**config.mk**
```make
export PLATFORM = sky130hd
export DESIGN_NAME = gzip_header_name_padder_unit
export DESIGN_NICKNAME = d
export VERILOG_FILES = /design/src/hw/rtl/gzhp_pkg.sv /design/src/hw/rtl/gzip_header_name_padder_unit.sv
export SDC_FILE = /design/constraint.sdc
export NUM_CORES = 1
export LEC_CHECK = 0
export BUFFER_PORTS_ARGS = -buffer_cell sky130_fd_sc_hd__clkbuf_2
export CORE_UTILIZATION = 60
export DETAILED_ROUTE_END_ITERATION = 6
export GPL_TIMING_DRIVEN = 0
export HOLD_SLACK_MARGIN = 0.05
export PLACE_DENSITY = 0.82
export SLEW_MARGIN = 20
export SYNTH_ARGS = -nofsm -noshare
export SYNTH_HDL_FRONTEND = slang
export SYNTH_SLANG_ARGS = --single-unit
```
**constraint.sdc**
```tcl
create_clock -name aclk -period 6.7 [get_ports aclk]
set_input_delay 0.335 -clock aclk [delete_from_list [all_inputs] [get_ports aclk]]
set_output_delay 0.335 -clock aclk [all_outputs]
set_load 0.05 [all_outputs]
```
**src/hw/rtl/gzhp_pkg.sv**
```systemverilog
// Shared types and constants for the gzip header name padder.
// No dependencies; imported by the padder unit and its checker.
`timescale 1ns / 1ps

package gzhp_pkg;

    // Header bytes recognised in the stream
    localparam logic [7:0] GZ_MAGIC1       = 8'h1F;
    localparam logic [7:0] GZ_MAGIC2       = 8'h8B;
    localparam logic [7:0] GZ_METHOD_DEFL  = 8'h08;
    localparam logic [7:0] GZ_FLAG_FNAME   = 8'h08;
    localparam logic [7:0] GZ_NUL          = 8'h00;
    localparam logic [7:0] GZ_PAD_CHAR     = 8'h61;   // letter a
    localparam logic [2:0] GZ_HEADER_BYTES = 3'd6;    // MTIME, XFL, OS

    // Configuration register indexes
    localparam logic CFG_PAD_COUNT = 1'b0;
    localparam logic CFG_BYPASS    = 1'b1;

    // Result tdata layout
    localparam int OUT_BYTE_LSB = 0;
    localparam int OUT_HAS_BIT  = 8;
    localparam int OUT_ERR_LSB  = 9;
    localparam int OUT_LAST_BIT = 12;
    localparam int OUT_TDATA_W  = 16;

    typedef enum logic [2:0] {
        ERR_NONE   = 3'd0,
        ERR_MAGIC1 = 3'd1,
        ERR_MAGIC2 = 3'd2,
        ERR_METHOD = 3'd3,
        ERR_FLAG   = 3'd4
    } err_code_t;

endpackage

```
**src/hw/rtl/gzip_header_name_padder_unit.sv**
```systemverilog
// gzip header name padder: top level, rewrites the FNAME field of a gzip byte stream.
// Depends on gzhp_pkg.
`timescale 1ns / 1ps

// One byte of the gzip stream enters per request on the s_ side and, on the m_ side,
// one result per cycle leaves while m_tready is high. Bytes first land in a two-deep
// input buffer whose ready is registered, so the input keeps moving while a result
// waits to be taken. A single decode step then checks the magic bytes and method,
// rewrites a zero flag byte to FNAME, drops any old name up to its NUL and loads the
// output register. An ordinary byte passes through the input buffer and then the
// output register. The byte that inserts the padding name, if it is emitted itself,
// is followed by min(pad_count, MAX_PAD) pad characters and a NUL; no new byte is
// decoded until that burst is done, and the input buffer fills behind it.
// An error gives one result with has_byte clear and tlast set; the rest of that
// file yields nothing until its tlast byte returns the block to the start. With
// bypass set every byte is copied as it stands. Write the configuration only while
// the block is idle.
module gzip_header_name_padder_unit #(
    parameter int unsigned MAX_PAD = 62        // 1 .. 62
) (
    input  logic        aclk,
    input  logic        aresetn,
    // configuration write port
    input  logic        cfg_wr_en,
    input  logic        cfg_index,
    input  logic [5:0]  cfg_wdata,
    // input stream
    input  logic        s_tvalid,
    output logic        s_tready,
    input  logic [7:0]  s_tdata,               // [7:0] in_byte
    input  logic        s_tlast,               // in_end
    // result stream
    output logic        m_tvalid,
    input  logic        m_tready,
    output logic [gzhp_pkg::OUT_TDATA_W-1:0] m_tdata,
                        // [7:0] out_byte, [8] has_byte, [11:9] error_code,
                        // [12] run_last, [15:13] zero
    output logic        m_tlast                // file_end
);
    import gzhp_pkg::*;

    localparam logic [5:0] MaxPadL = 6'(MAX_PAD);

    typedef enum logic [2:0] {
        PH_MAGIC1, PH_MAGIC2, PH_METHOD, PH_FLAG,
        PH_HEADER, PH_SKIPNAME, PH_PASS, PH_DROP
    } phase_t;

    // ---------------- configuration ----------------
    logic [5:0] pad_count_reg;
    logic       bypass_reg;

    always_ff @(posedge aclk) begin
        if (!aresetn) begin
            pad_count_reg <= '0;
            bypass_reg    <= 1'b0;
        end else if (cfg_wr_en) begin
            case (cfg_index)
                CFG_PAD_COUNT: pad_count_reg <= cfg_wdata;
                CFG_BYPASS:    bypass_reg    <= cfg_wdata[0];
                default:       ;
            endcase
        end
    end

    // ---------------- input buffer ----------------
    logic [7:0] fifo_byte_reg [2];
    logic       fifo_end_reg  [2];
    logic       wr_ptr_reg, rd_ptr_reg;
    logic [1:0] count_reg, count_next;
    logic       push, pop;

    // ---------------- decode and output ----------------
    phase_t     phase_reg, phase_next;
    logic [2:0] header_left_reg, header_left_next;
    logic       had_name_reg, had_name_next;

    logic       m_valid_reg, m_valid_next;
    logic [7:0] out_byte_reg, out_byte_next;
    logic       has_reg, has_next;
    err_code_t  err_reg, err_next;
    logic       run_last_reg, run_last_next;
    logic       file_end_reg, file_end_next;
    logic [5:0] pad_left_reg, pad_left_next;
    logic       pend_reg, pend_next;           // padding burst still owes its NUL
    logic       pend_end_reg, pend_end_next;   // burst closes the file

    logic       out_free;
    logic [7:0] b;
    logic       e;
    logic       first_vld;
    logic [7:0] first_byte;
    logic       first_has;
    err_code_t  first_err;
    logic       closed;
    logic       pad_due;
    logic [2:0] hl_dec;
    logic [5:0] pad_n;

    assign s_tready = (count_reg != 2'd2);
    assign push     = s_tvalid && s_tready;
    assign out_free = !m_valid_reg || m_tready;
    assign pop      = (count_reg != 2'd0) && !pend_reg && out_free;
    assign count_next = count_reg + 2'(push) - 2'(pop);

    always_ff @(posedge aclk) begin
        if (push) begin
            fifo_byte_reg[wr_ptr_reg] <= s_tdata;
            fifo_end_reg[wr_ptr_reg]  <= s_tlast;
        end
        if (!aresetn) begin
            wr_ptr_reg <= 1'b0;
            rd_ptr_reg <= 1'b0;
            count_reg  <= 2'd0;
        end else begin
            if (push) wr_ptr_reg <= !wr_ptr_reg;
            if (pop)  rd_ptr_reg <= !rd_ptr_reg;
            count_reg <= count_next;
        end
    end

    assign b      = fifo_byte_reg[rd_ptr_reg];
    assign e      = fifo_end_reg[rd_ptr_reg];
    assign hl_dec = header_left_reg - 3'd1;
    assign pad_n  = (pad_count_reg > MaxPadL) ? MaxPadL : pad_count_reg;

    // Decode the head byte against the header phase
    always_comb begin
        first_vld        = 1'b0;
        first_byte       = GZ_NUL;
        first_has        = 1'b0;
        first_err        = ERR_NONE;
        closed           = 1'b0;
        pad_due          = 1'b0;
        phase_next       = phase_reg;
        header_left_next = header_left_reg;
        had_name_next    = had_name_reg;

        if (bypass_reg) begin
            first_vld  = 1'b1;
            first_byte = b;
            first_has  = 1'b1;
        end else begin
            case (phase_reg)
                PH_MAGIC1: begin
                    first_vld = 1'b1;
                    if (b == GZ_MAGIC1) begin
                        first_byte = b;
                        first_has  = 1'b1;
                        phase_next = PH_MAGIC2;
                    end else begin
                        first_err  = ERR_MAGIC1;
                        closed     = 1'b1;
                        phase_next = PH_DROP;
                    end
                end
                PH_MAGIC2: begin
                    first_vld = 1'b1;
                    if (b == GZ_MAGIC2) begin
                        first_byte = b;
                        first_has  = 1'b1;
                        phase_next = PH_METHOD;
                    end else begin
                        first_err  = ERR_MAGIC2;
                        closed     = 1'b1;
                        phase_next = PH_DROP;
                    end
                end
                PH_METHOD: begin
                    first_vld = 1'b1;
                    if (b == GZ_METHOD_DEFL) begin
                        first_byte = b;
                        first_has  = 1'b1;
                        phase_next = PH_FLAG;
                    end else begin
                        first_err  = ERR_METHOD;
                        closed     = 1'b1;
                        phase_next = PH_DROP;
                    end
                end
                PH_FLAG: begin
                    first_vld = 1'b1;
                    if (b == GZ_NUL) begin
                        // no flags: claim FNAME and insert a name later
                        first_byte       = GZ_FLAG_FNAME;
                        first_has        = 1'b1;
                        had_name_next    = 1'b0;
                        header_left_next = GZ_HEADER_BYTES;
                        phase_next       = PH_HEADER;
                    end else if ((b & GZ_FLAG_FNAME) != GZ_NUL) begin
                        first_byte       = b;
                        first_has        = 1'b1;
                        had_name_next    = 1'b1;
                        header_left_next = GZ_HEADER_BYTES;
                        phase_next       = PH_HEADER;
                    end else begin
                        first_err  = ERR_FLAG;
                        closed     = 1'b1;
                        phase_next = PH_DROP;
                    end
                end
                PH_HEADER: begin
                    first_vld        = 1'b1;
                    first_byte       = b;
                    first_has        = 1'b1;
                    header_left_next = hl_dec;
                    if (hl_dec == 3'd0) begin
                        if (had_name_reg) begin
                            phase_next = PH_SKIPNAME;
                        end else begin
                            pad_due    = 1'b1;
                            phase_next = PH_PASS;
                        end
                    end
                end
                PH_SKIPNAME: begin
                    // drop the old name; its NUL triggers the new one
                    if (b == GZ_NUL) begin
                        pad_due    = 1'b1;
                        phase_next = PH_PASS;
                    end
                end
                PH_PASS: begin
                    first_vld  = 1'b1;
                    first_byte = b;
                    first_has  = 1'b1;
                end
                PH_DROP: begin
                    closed = 1'b1;
                end
                default: begin
                    phase_next = PH_MAGIC1;
                end
            endcase
        end

        if (e) begin
            phase_next       = PH_MAGIC1;
            header_left_next = 3'd0;
            had_name_next    = 1'b0;
        end
    end

    // Load the output register from the burst or from a fresh byte
    always_comb begin
        m_valid_next  = m_valid_reg && !m_tready;
        out_byte_next = out_byte_reg;
        has_next      = has_reg;
        err_next      = err_reg;
        run_last_next = run_last_reg;
        file_end_next = file_end_reg;
        pad_left_next = pad_left_reg;
        pend_next     = pend_reg;
        pend_end_next = pend_end_reg;

        if (pend_reg && out_free) begin
            m_valid_next = 1'b1;
            has_next     = 1'b1;
            err_next     = ERR_NONE;
            if (pad_left_reg != 6'd0) begin
                out_byte_next = GZ_PAD_CHAR;
                pad_left_next = pad_left_reg - 6'd1;
                run_last_next = 1'b0;
                file_end_next = 1'b0;
            end else begin
                out_byte_next = GZ_NUL;
                pend_next     = 1'b0;
                run_last_next = 1'b1;
                file_end_next = pend_end_reg;
            end
        end else if (pop) begin
            pend_end_next = e;
            if (first_vld) begin
                m_valid_next  = 1'b1;
                out_byte_next = first_byte;
                has_next      = first_has;
                err_next      = first_err;
                run_last_next = !pad_due;
                file_end_next = !pad_due && (e || (first_err != ERR_NONE));
                pend_next     = pad_due;
                pad_left_next = pad_n;
            end else if (pad_due) begin
                m_valid_next = 1'b1;
                has_next     = 1'b1;
                err_next     = ERR_NONE;
                if (pad_n != 6'd0) begin
                    out_byte_next = GZ_PAD_CHAR;
                    pad_left_next = pad_n - 6'd1;
                    pend_next     = 1'b1;
                    run_last_next = 1'b0;
                    file_end_next = 1'b0;
                end else begin
                    out_byte_next = GZ_NUL;
                    pend_next     = 1'b0;
                    run_last_next = 1'b1;
                    file_end_next = e;
                end
            end else if (e && !closed) begin
                // end of file with nothing else to say: close the stream
                m_valid_next  = 1'b1;
                out_byte_next = GZ_NUL;
                has_next      = 1'b0;
                err_next      = ERR_NONE;
                run_last_next = 1'b1;
                file_end_next = 1'b1;
            end
        end
    end

    always_ff @(posedge aclk) begin
        out_byte_reg <= out_byte_next;
        has_reg      <= has_next;
        err_reg      <= err_next;
        run_last_reg <= run_last_next;
        file_end_reg <= file_end_next;
        pad_left_reg <= pad_left_next;
        pend_end_reg <= pend_end_next;
        if (!aresetn) begin
            phase_reg       <= PH_MAGIC1;
            header_left_reg <= 3'd0;
            had_name_reg    <= 1'b0;
            m_valid_reg     <= 1'b0;
            pend_reg        <= 1'b0;
        end else begin
            if (pop) begin
                phase_reg       <= phase_next;
                header_left_reg <= header_left_next;
                had_name_reg    <= had_name_next;
            end
            m_valid_reg <= m_valid_next;
            pend_reg    <= pend_next;
        end
    end

    assign m_tvalid = m_valid_reg;
    assign m_tlast  = file_end_reg;
    assign m_tdata  = {3'b000, run_last_reg, err_reg, has_reg, out_byte_reg};

endmodule

```
# Word-level counts from Yosys, hierarchy flattened
# Memories as Yosys holds them, arrays and structs flattened. A register that Yosys moved wholly into a read port is not among the register bits.
# Index checks and enable logic that the tools add are counted.
# totals
regBits	41
input_bits	21
output_inout_bits	19
mem_count	2
ram_bits	18
# memory_table
name	words	width	read_ports	rd_clocked_by_memory_dff	wr	line_no	source
fifo_byte_reg	2	8	1	1	1	gzip_header_name_padder_unit.sv:67	logic [7:0] fifo_byte_reg [2];
fifo_end_reg	2	1	1	1	1	gzip_header_name_padder_unit.sv:68	logic fifo_end_reg [2];
# classes
n_eq_ne	17
n_mux	106
n_bitwise	2
n_addsub	5
magnitude_cmp	1
n_reduce_logical	44
# ops
cell	n
$mux 8	11
$mux 1	57
$mux 3	17
$mux 6	7
$pmux 8 s5	1
$pmux 3 s6	1
$reduce_bool 3->1	6
$mux 7	2
$eq 3x3->1 const B	4
$pmux 3 s4	1
$reduce_and 4->1	3
$reduce_bool 6->1	2
$sub 6x1->6 const B	2
$mux 2	5
$pmux 1 s5	2
$reduce_and 2->1	5
$eq 8x4->1 const B	1
$eq 8x5->1 const B	1
$eq 8x8->1 const B	1
$logic_not 8->1	1
$logic_and 1x1->1	7
$logic_not 1->1	7
$reduce_bool 7->1	1
$eq 3x2->1 const B	2
20 further kinds	28

# Logic depth before layout (Yosys ltp)
# Gate-level depths: netlist (run 1).
# logic_depth
word_depth	11
depth_mapped	10
depth_no_buf	9

# Worst setup path after synthesis (run 1)
# OpenSTA, ideal clock, no wires.
# synth_path
kind	register to register
start	memory fifo_byte_reg[0][5]
end	register pad_left_reg[0], enable pin
arrival_time_ps	2125
synth_period_minus_slack_ps	2488
path_stages_with_launch	7
required_ps	6337
setup_ps	363
setup_slack_ps	4212
cell_sequence	edfxtp_1 > or4_1 > a222oi_1 > buf_4 > a21oi_2 > nand3b_1 > a21oi_1
# synth_lines
element	line_no	source
start: declaration	gzip_header_name_padder_unit.sv:67	
end signal: assignment	gzip_header_name_padder_unit.sv:316	pad_left_reg <= pad_left_next;
end: declaration	gzip_header_name_padder_unit.sv:84	logic [5:0] pad_left_reg, pad_left_next;

==> results of run 1 <==
where the power goes:
group	switching (mW)	internal (mW)
registers	0.0492	0.500
logic	0.417	0.204
clock network	0.139	0.247
stage by stage:
| step | instances | hold slack, ns | cell area, sq um |
|---|---|---|---|
| floorplan | 339 | 0.4339 | 3281 |
| global placement | 445 | 0.4463 | 3548 |
| detailed placement | 445 | 0.4558 | 3548 |
| CTS | 461 | 0.1852 | 3789 |
| global route | 461 | 0.1823 | 3789 |
| finish | 461 | 0.1952 | 3789 |
layout by cell type, fill, tap and decap left out, types with 3 or more instances in the layout:
cell / netlist / routed
sky130_fd_sc_hd__a211oi_1: 5 / 5
sky130_fd_sc_hd__a21oi_1: 20 / 20
sky130_fd_sc_hd__a22oi_1: 3 / 3
sky130_fd_sc_hd__a31oi_1: 4 / 4
sky130_fd_sc_hd__and2_1: 9 / 9
sky130_fd_sc_hd__buf_4: 6 / 6
sky130_fd_sc_hd__bufinv_16: 0 / 3
sky130_fd_sc_hd__clkbuf_1: 12 / 13
sky130_fd_sc_hd__clkbuf_2: 0 / 36
sky130_fd_sc_hd__clkbuf_8: 0 / 9
sky130_fd_sc_hd__clkinvlp_4: 0 / 3
sky130_fd_sc_hd__conb_1: 1 / 3
sky130_fd_sc_hd__dfxtp_1: 25 / 25
sky130_fd_sc_hd__edfxtp_1: 35 / 35
sky130_fd_sc_hd__ha_1: 5 / 5
sky130_fd_sc_hd__inv_1: 12 / 12
sky130_fd_sc_hd__mux2_2: 8 / 8
sky130_fd_sc_hd__mux2i_1: 10 / 10
sky130_fd_sc_hd__nand2_1: 33 / 33
sky130_fd_sc_hd__nand2b_1: 5 / 5
sky130_fd_sc_hd__nand3_1: 9 / 9
sky130_fd_sc_hd__nand3b_1: 4 / 4
sky130_fd_sc_hd__nand4_1: 3 / 3
sky130_fd_sc_hd__nor2_1: 22 / 22
sky130_fd_sc_hd__nor2b_1: 9 / 9
sky130_fd_sc_hd__nor3_1: 9 / 9
sky130_fd_sc_hd__nor3b_1: 3 / 3
sky130_fd_sc_hd__nor4_1: 5 / 5
sky130_fd_sc_hd__o21a_1: 4 / 4
sky130_fd_sc_hd__o21ai_0: 15 / 15
sky130_fd_sc_hd__o221ai_1: 3 / 3
sky130_fd_sc_hd__or3_1: 9 / 9
sky130_fd_sc_hd__or3b_1: 3 / 3
sky130_fd_sc_hd__xnor2_1: 6 / 6
sky130_fd_sc_hd__xor2_1: 6 / 6
worst paths after layout:
kind | start | to | cells past startpoint
worst max-delay path | fifo_byte_reg[0][5] | pad_left_reg[0] | 6
worst min-delay path | s_tdata[3] | fifo_byte_reg[0][3] | 1
worst max register to register | fifo_byte_reg[0][5] | pad_left_reg[0] | 6
worst min register to register | err_reg[2] | err_reg[2] | 2
worst max-delay path: stages, from the launching register on:
cell	delay, ns
sky130_fd_sc_hd__edfxtp_1	0.41
sky130_fd_sc_hd__or4_1	0.60
sky130_fd_sc_hd__a222oi_1	0.48
sky130_fd_sc_hd__buf_4	0.28
sky130_fd_sc_hd__a21oi_2	0.11
sky130_fd_sc_hd__nand3b_1	0.19
sky130_fd_sc_hd__a21oi_1	0.49
cell families after synthesis:
| group | share of synthesized area |
|---|---|
| simple gates | 0.2110 |
| buf+inv | 0.04739 |
| mux | 0.05811 |
| flops | 0.4740 |
| other cells | 0.001146 |
| compound gates | 0.1571 |
| xor+xnor | 0.03211 |
| fa+ha+maj | 0.01911 |
final cells by class:
| type | count | share of cell area |
|---|---|---|
| Multi-Input combinational cell | 246 | 0.4155 |
| Inverter | 12 | 0.01189 |
| Buffer | 21 | 0.02906 |
| Clock buffer | 10 | 0.03369 |
| Sequential cell | 60 | 0.4095 |
| Timing Repair Buffer | 36 | 0.04756 |
| Tap cell | 70 | 0.02312 |
| Clock inverter | 6 | 0.02972 |
routing by layer:
layer,share of wire,track usage
met3,0.063,0.04894
met5,0,0
met1,0.46,0.3833
met2,0.45,0.4199
met4,0.023,0.1296
==> qor.csv, run 1 <==
stage,metric,value,unit
grt,total congestion overflow,0,
logic_synthesis,Post-synth top flop,sky130_fd_sc_hd__edfxtp_1,
die,initial cell density of the core,0.6328,
die,row cnt,26,
place,pre-CTS setup slack,3.798,ns
timing,endpoints failing setup,0,
place,final HPWL from detailed placement,5380,um
power,leakage power,1.426,nW
logic_synthesis,top cell type by total area after synthesis,sky130_fd_sc_hd__edfxtp_1,
layout,# nets final,412,
layout,filler cell count in the final layout,388,
place,gpl congestion,0.9186,
timing,"Hold Vio Cnt, Final",0,
clocking,hold buffers post-CTS,0,
timing,Setup WS post-layout,3.778,ns
timing,Worst Clk Skew,0.007126,ns
grt,antenna violations before repair,0,
detailed_routing,Routed Antenna Nets,0,
clocking,total CTS buffers,9,
layout,multi-input gate area in the final layout,1574,sq um
detailed_routing,DR pass1 iterations,4,
layout,number of antenna repair diodes,0,
clocking,number of buffers added for setup after CTS,0,
outcome,status,finished clean,
worst_hold_path,worst hold path class,input port to register,
clocking,deepest clock path buffer count,2,
detailed_routing,detailed-route via count,2768,
critical_path,CP required,6.66,ns
place,IO buf count,36,
detailed_routing,overall routed net length,7126,um
detailed_routing,post-detailed-route via-to-cell ratio,6.004,
logic_synthesis,count of mapped cells out of synthesis,337,
detailed_routing,violation count after the first detailed-routing iteration,301,
clocking,clock root cell,sky130_fd_sc_hd__clkbuf_8,
grt,pin count of the biggest net entering global routing,12,
power,"sum of internal, switching and leakage power",1.557,mW
clocking,Worst-path clk slew,0.07,ns
detailed_routing,DRC Markers,0,
detailed_routing,average wire per cell in the routed design,15.46,um
critical_path,Crit Path Class,register to register,
die,core box area,5172,sq um
logic_synthesis,dominant cells by area after synthesis,"sky130_fd_sc_hd__edfxtp_1 32%, sky130_fd_sc_hd__dfxtp_1 15%, sky130_fd_sc_hd__nand2_1 3.8%, sky130_fd_sc_hd__a21oi_1 3.1%, sky130_fd_sc_hd__mux2i_1 3.1%",
logic_synthesis,area of the mapped netlist,3273,sq um
clocking,number of gates resized after cts,0,
logic_synthesis,count of warnings emitted by yosys,0,
logic_synthesis,synthesis-stage register bit count,60,
timing,"Min Clock Period, post-route",2.922,ns
timing,highest achievable clock rate,342.2,MHz
run,reported max-cap violation count,0,
critical_path,"critical path fanouts, max",10,
logic_synthesis,"Distinct cells, synth",57,
layout,share of layout cells above drive strength 1,0.1841,
logic_synthesis,most instantiated library cell after synthesis,sky130_fd_sc_hd__edfxtp_1,
critical_path,data arrival time of the critical path,2.88,ns
critical_path,startpoint type of the worst setup path,register,
clocking,count of clock tree sinks,60,
logic_synthesis,share of Yosys cell area claimed by the top area cell type,0.3211,
logic_synthesis,number of enable flip-flop cells after synthesis,35,
die,die height,75.86,um
timing,number of max-slew violations in the final report,0,
logic_synthesis,"Avg Cell Area, Syn",9.713,sq um
clocking,Clock H-tree levels,3,
timing,setup repair after global routing missed its margin,false,
grt,number of global-route vias before repair,2473,
layout,sequential cell area in the final layout,1551,sq um
grt,wire length of the first global-routing pass,11620,um
critical_path,CP Capture Type,register,
die,total I/O pin count,40,
die,overall die area,5755,sq um
timing,transition time of the tightest slew-check pin,0.8334,ns
clocking,"Clk Latency, worst-skew pair",0.33,ns
logic_synthesis,sequential share of the synthesized area,0.4740,
logic_synthesis,cell types with the highest counts after synthesis,"35 x sky130_fd_sc_hd__edfxtp_1, 33 x sky130_fd_sc_hd__nand2_1, 25 x sky130_fd_sc_hd__dfxtp_1",
timing,ratio of final minimum period to clock period,0.4362,
power,highest ir drop seen on vdd,0.2242,mV
layout,number of flip-flops under the largest register name,16,
critical_path,slack of the worst reg-to-reg path,3.78,ns
die,die extent in x,75.86,um
layout,growth of design area from synthesis to finish,15.75,%
clocking,TritonCTS clock tree,yes,
logic_synthesis,fraction of registers with async set or reset after synthesis,0,
grt,Tot GR Track Use,0.2763,
layout,post-layout utilization of the core,0.7325,
timing,max_slew headroom,0.4423,
timing,Total Neg Setup Slack,0,ns
power,power density cells,411.0,nW/um^2
Note: power is estimated with default switching activity, not from simulation.
==> run 2: changes to the inputs <==
- CORE_UTILIZATION: 60 -> 52
- PLACE_DENSITY: 0.82 -> 0.75
- clock period: 6.7 -> 2.6 ns (I/O delays scaled with it)
==> run 2 against run 1 <==
Net effect: sequential power increased to 2.6 times the previous value; register-to-register slack lost 3.7 ns; combinational power increased to 2.6 times the previous value; final area increased by 1.3%; clock power rose by 75%; via count up 0.18%; final cell count up 3.5%; core utilization is 9.2 points lower; hold slack worse by 0.14 ns; critical path type unchanged; critical endpoint is now pad_left_reg[2]; highest routed layer unchanged.
==> qor.csv, run 2 (synthesized netlist as in run 1, its figures left out) <==
stage,metric,value,unit
place,IO buf count,36,
critical_path,"critical path fanouts, max",10,
grt,wire length of the first global-routing pass,12090,um
power,power density cells,972.3,nW/um^2
timing,max_slew headroom,0.4189,
layout,number of flip-flops under the largest register name,16,
layout,filler cell count in the final layout,516,
layout,multi-input gate area in the final layout,1599,sq um
layout,most common library cell in the layout ignoring fill and taps,sky130_fd_sc_hd__clkbuf_2,
critical_path,CP Capture Type,register,
detailed_routing,post-detailed-route via-to-cell ratio,5.813,
die,initial cell density of the core,0.5464,
place,gpl congestion,0.8955,
layout,# nets final,423,
detailed_routing,DRC Markers,0,
detailed_routing,average wire per cell in the routed design,15.59,um
layout,growth of design area from synthesis to finish,17.28,%
timing,"Hold Vio Cnt, Final",0,
clocking,Worst-path clk slew,0.07,ns
clocking,clock root cell,sky130_fd_sc_hd__clkbuf_8,
clocking,count of clock tree sinks,60,
clocking,"Clk Latency, worst-skew pair",0.34,ns
timing,setup repair after global routing missed its margin,false,
place,final HPWL from detailed placement,5543,um
layout,sequential cell area in the final layout,1551,sq um
timing,Total Neg Setup Slack,0,ns
timing,highest achievable clock rate,404.0,MHz
grt,pin count of the biggest net entering global routing,11,
grt,total congestion overflow,0,
timing,transition time of the tightest slew-check pin,0.8684,ns
timing,number of max-slew violations in the final report,0,
grt,antenna violations before repair,0,
critical_path,startpoint type of the worst setup path,register,
die,total I/O pin count,40,
critical_path,data arrival time of the critical path,2.50,ns
detailed_routing,violation count after the first detailed-routing iteration,288,
die,die height,81.34,um
detailed_routing,DR pass1 iterations,5,
critical_path,CP required,2.63,ns
detailed_routing,overall routed net length,7435,um
layout,final design instance area without fill,3839,sq um
timing,Worst Clk Skew,0.009901,ns
layout,share of layout cells above drive strength 1,0.1891,
run,reported max-cap violation count,0,
die,die extent in x,81.34,um
layout,highest-count cells in the layout ignoring fill and taps,"37 x sky130_fd_sc_hd__clkbuf_2, 35 x sky130_fd_sc_hd__edfxtp_1, 32 x sky130_fd_sc_hd__nand2_1",
grt,Tot GR Track Use,0.2471,
grt,number of global-route vias before repair,2512,
detailed_routing,Routed Antenna Nets,0,
timing,"Min Clock Period, post-route",2.475,ns
clocking,TritonCTS clock tree,yes,
clocking,deepest clock path buffer count,2,
die,core box area,5991,sq um
die,row cnt,28,
layout,number of antenna repair diodes,0,
power,highest ir drop seen on vdd,0.5741,mV
place,Placement Cell Area,3555,sq um
outcome,status,finished clean,
clocking,Clock H-tree levels,3,
die,overall die area,6615,sq um
timing,endpoints failing setup,0,
power,leakage power,1.454,nW
clocking,total CTS buffers,9,
timing,ratio of final minimum period to clock period,0.9520,
worst_hold_path,worst hold path class,input port to register,
critical_path,Crit Path Class,register to register,
detailed_routing,detailed-route via count,2773,
[run 2: changes by cell type in the layout (fill, tap and decap cells not counted), sizes merged]
cell         delta
buf             +2
bufinv          -3
clkbuf          +2
clkinv          +4
clkinvlp        -3
dlygate4sd3     +9
[run 2: layer usage]
| metal | global-route usage | up-vias | routed length [um] |
|---|---|---|---|
| met2 | 0.3867 | 112 | 3460 |
| met5 | 0 | - | 0 |
| met1 | 0.3381 | 1288 | 3383 |
| met4 | 0.09286 | 0 | 114 |
| met3 | 0.04494 | 17 | 477 |
| li1 | - | 1356 | - |
[run 2: final timing paths]
| path | from | endpoint | slack, ns | depth (start not counted) |
|---|---|---|---|---|
| worst min-delay path | cfg_wdata[3] | pad_count_reg[3] | 0.05 | 3 |
| worst max register to register | fifo_byte_reg[1][5] | pad_left_reg[2] | 0.12 | 7 |
| worst max-delay path | fifo_byte_reg[1][5] | pad_left_reg[2] | 0.12 | 7 |
| worst min register to register | err_reg[2] | err_reg[2] | 0.49 | 2 |
[run 2: repair_timing]
action | 4_1_cts | 5_1_grt
hold buffers | 9 | 0
setup buffers | 2 | 0
resized for setup | 2 | 6
hold endpoints to repair | 18 | 0
setup endpoints to repair | 16 | 19
pin swaps | 1 | 1
[run 2: power by group]
group | total, mW | internal [mW] | switching (mW)
combinational | 1.64 | 0.553 | 1.09
sequential | 1.41 | 1.29 | 0.125
clock | 0.676 | 0.336 | 0.340
[run 2: area by class of cell]
cell class	instances	share of cell area
Timing Repair Buffer	47	0.07432
Clock inverter	4	0.004563
Clock buffer	12	0.03520
Multi-Input combinational cell	246	0.4166
Sequential cell	60	0.4042
Inverter	12	0.01173
Buffer	21	0.02901
Tap cell	75	0.02445
[run 2: metrics by stage]
step                setup slack, ns  hold WS, ns  total power [mW]  std cells    util
finish                       0.1249      0.05372             3.733        477  0.6408
global route                0.02421      0.07392             3.957        477  0.6408
CTS                         0.02982      0.05564             3.715        477  0.6374
detailed placement          -0.2718       0.3239             3.020        450  0.5934
global placement            -0.2621       0.3193             2.987        450  0.5934
floorplan                    0.1122       0.2289             2.654        339       -
[run 2: worst max-delay path: stages (launching register included)]
cell,delay [ns]
sky130_fd_sc_hd__edfxtp_1,0.41
sky130_fd_sc_hd__or4b_4,0.58
sky130_fd_sc_hd__a222oi_1,0.26
sky130_fd_sc_hd__buf_4,0.17
sky130_fd_sc_hd__buf_4,0.16
sky130_fd_sc_hd__a21oi_2,0.11
sky130_fd_sc_hd__nand3b_1,0.22
sky130_fd_sc_hd__a21oi_4,0.25
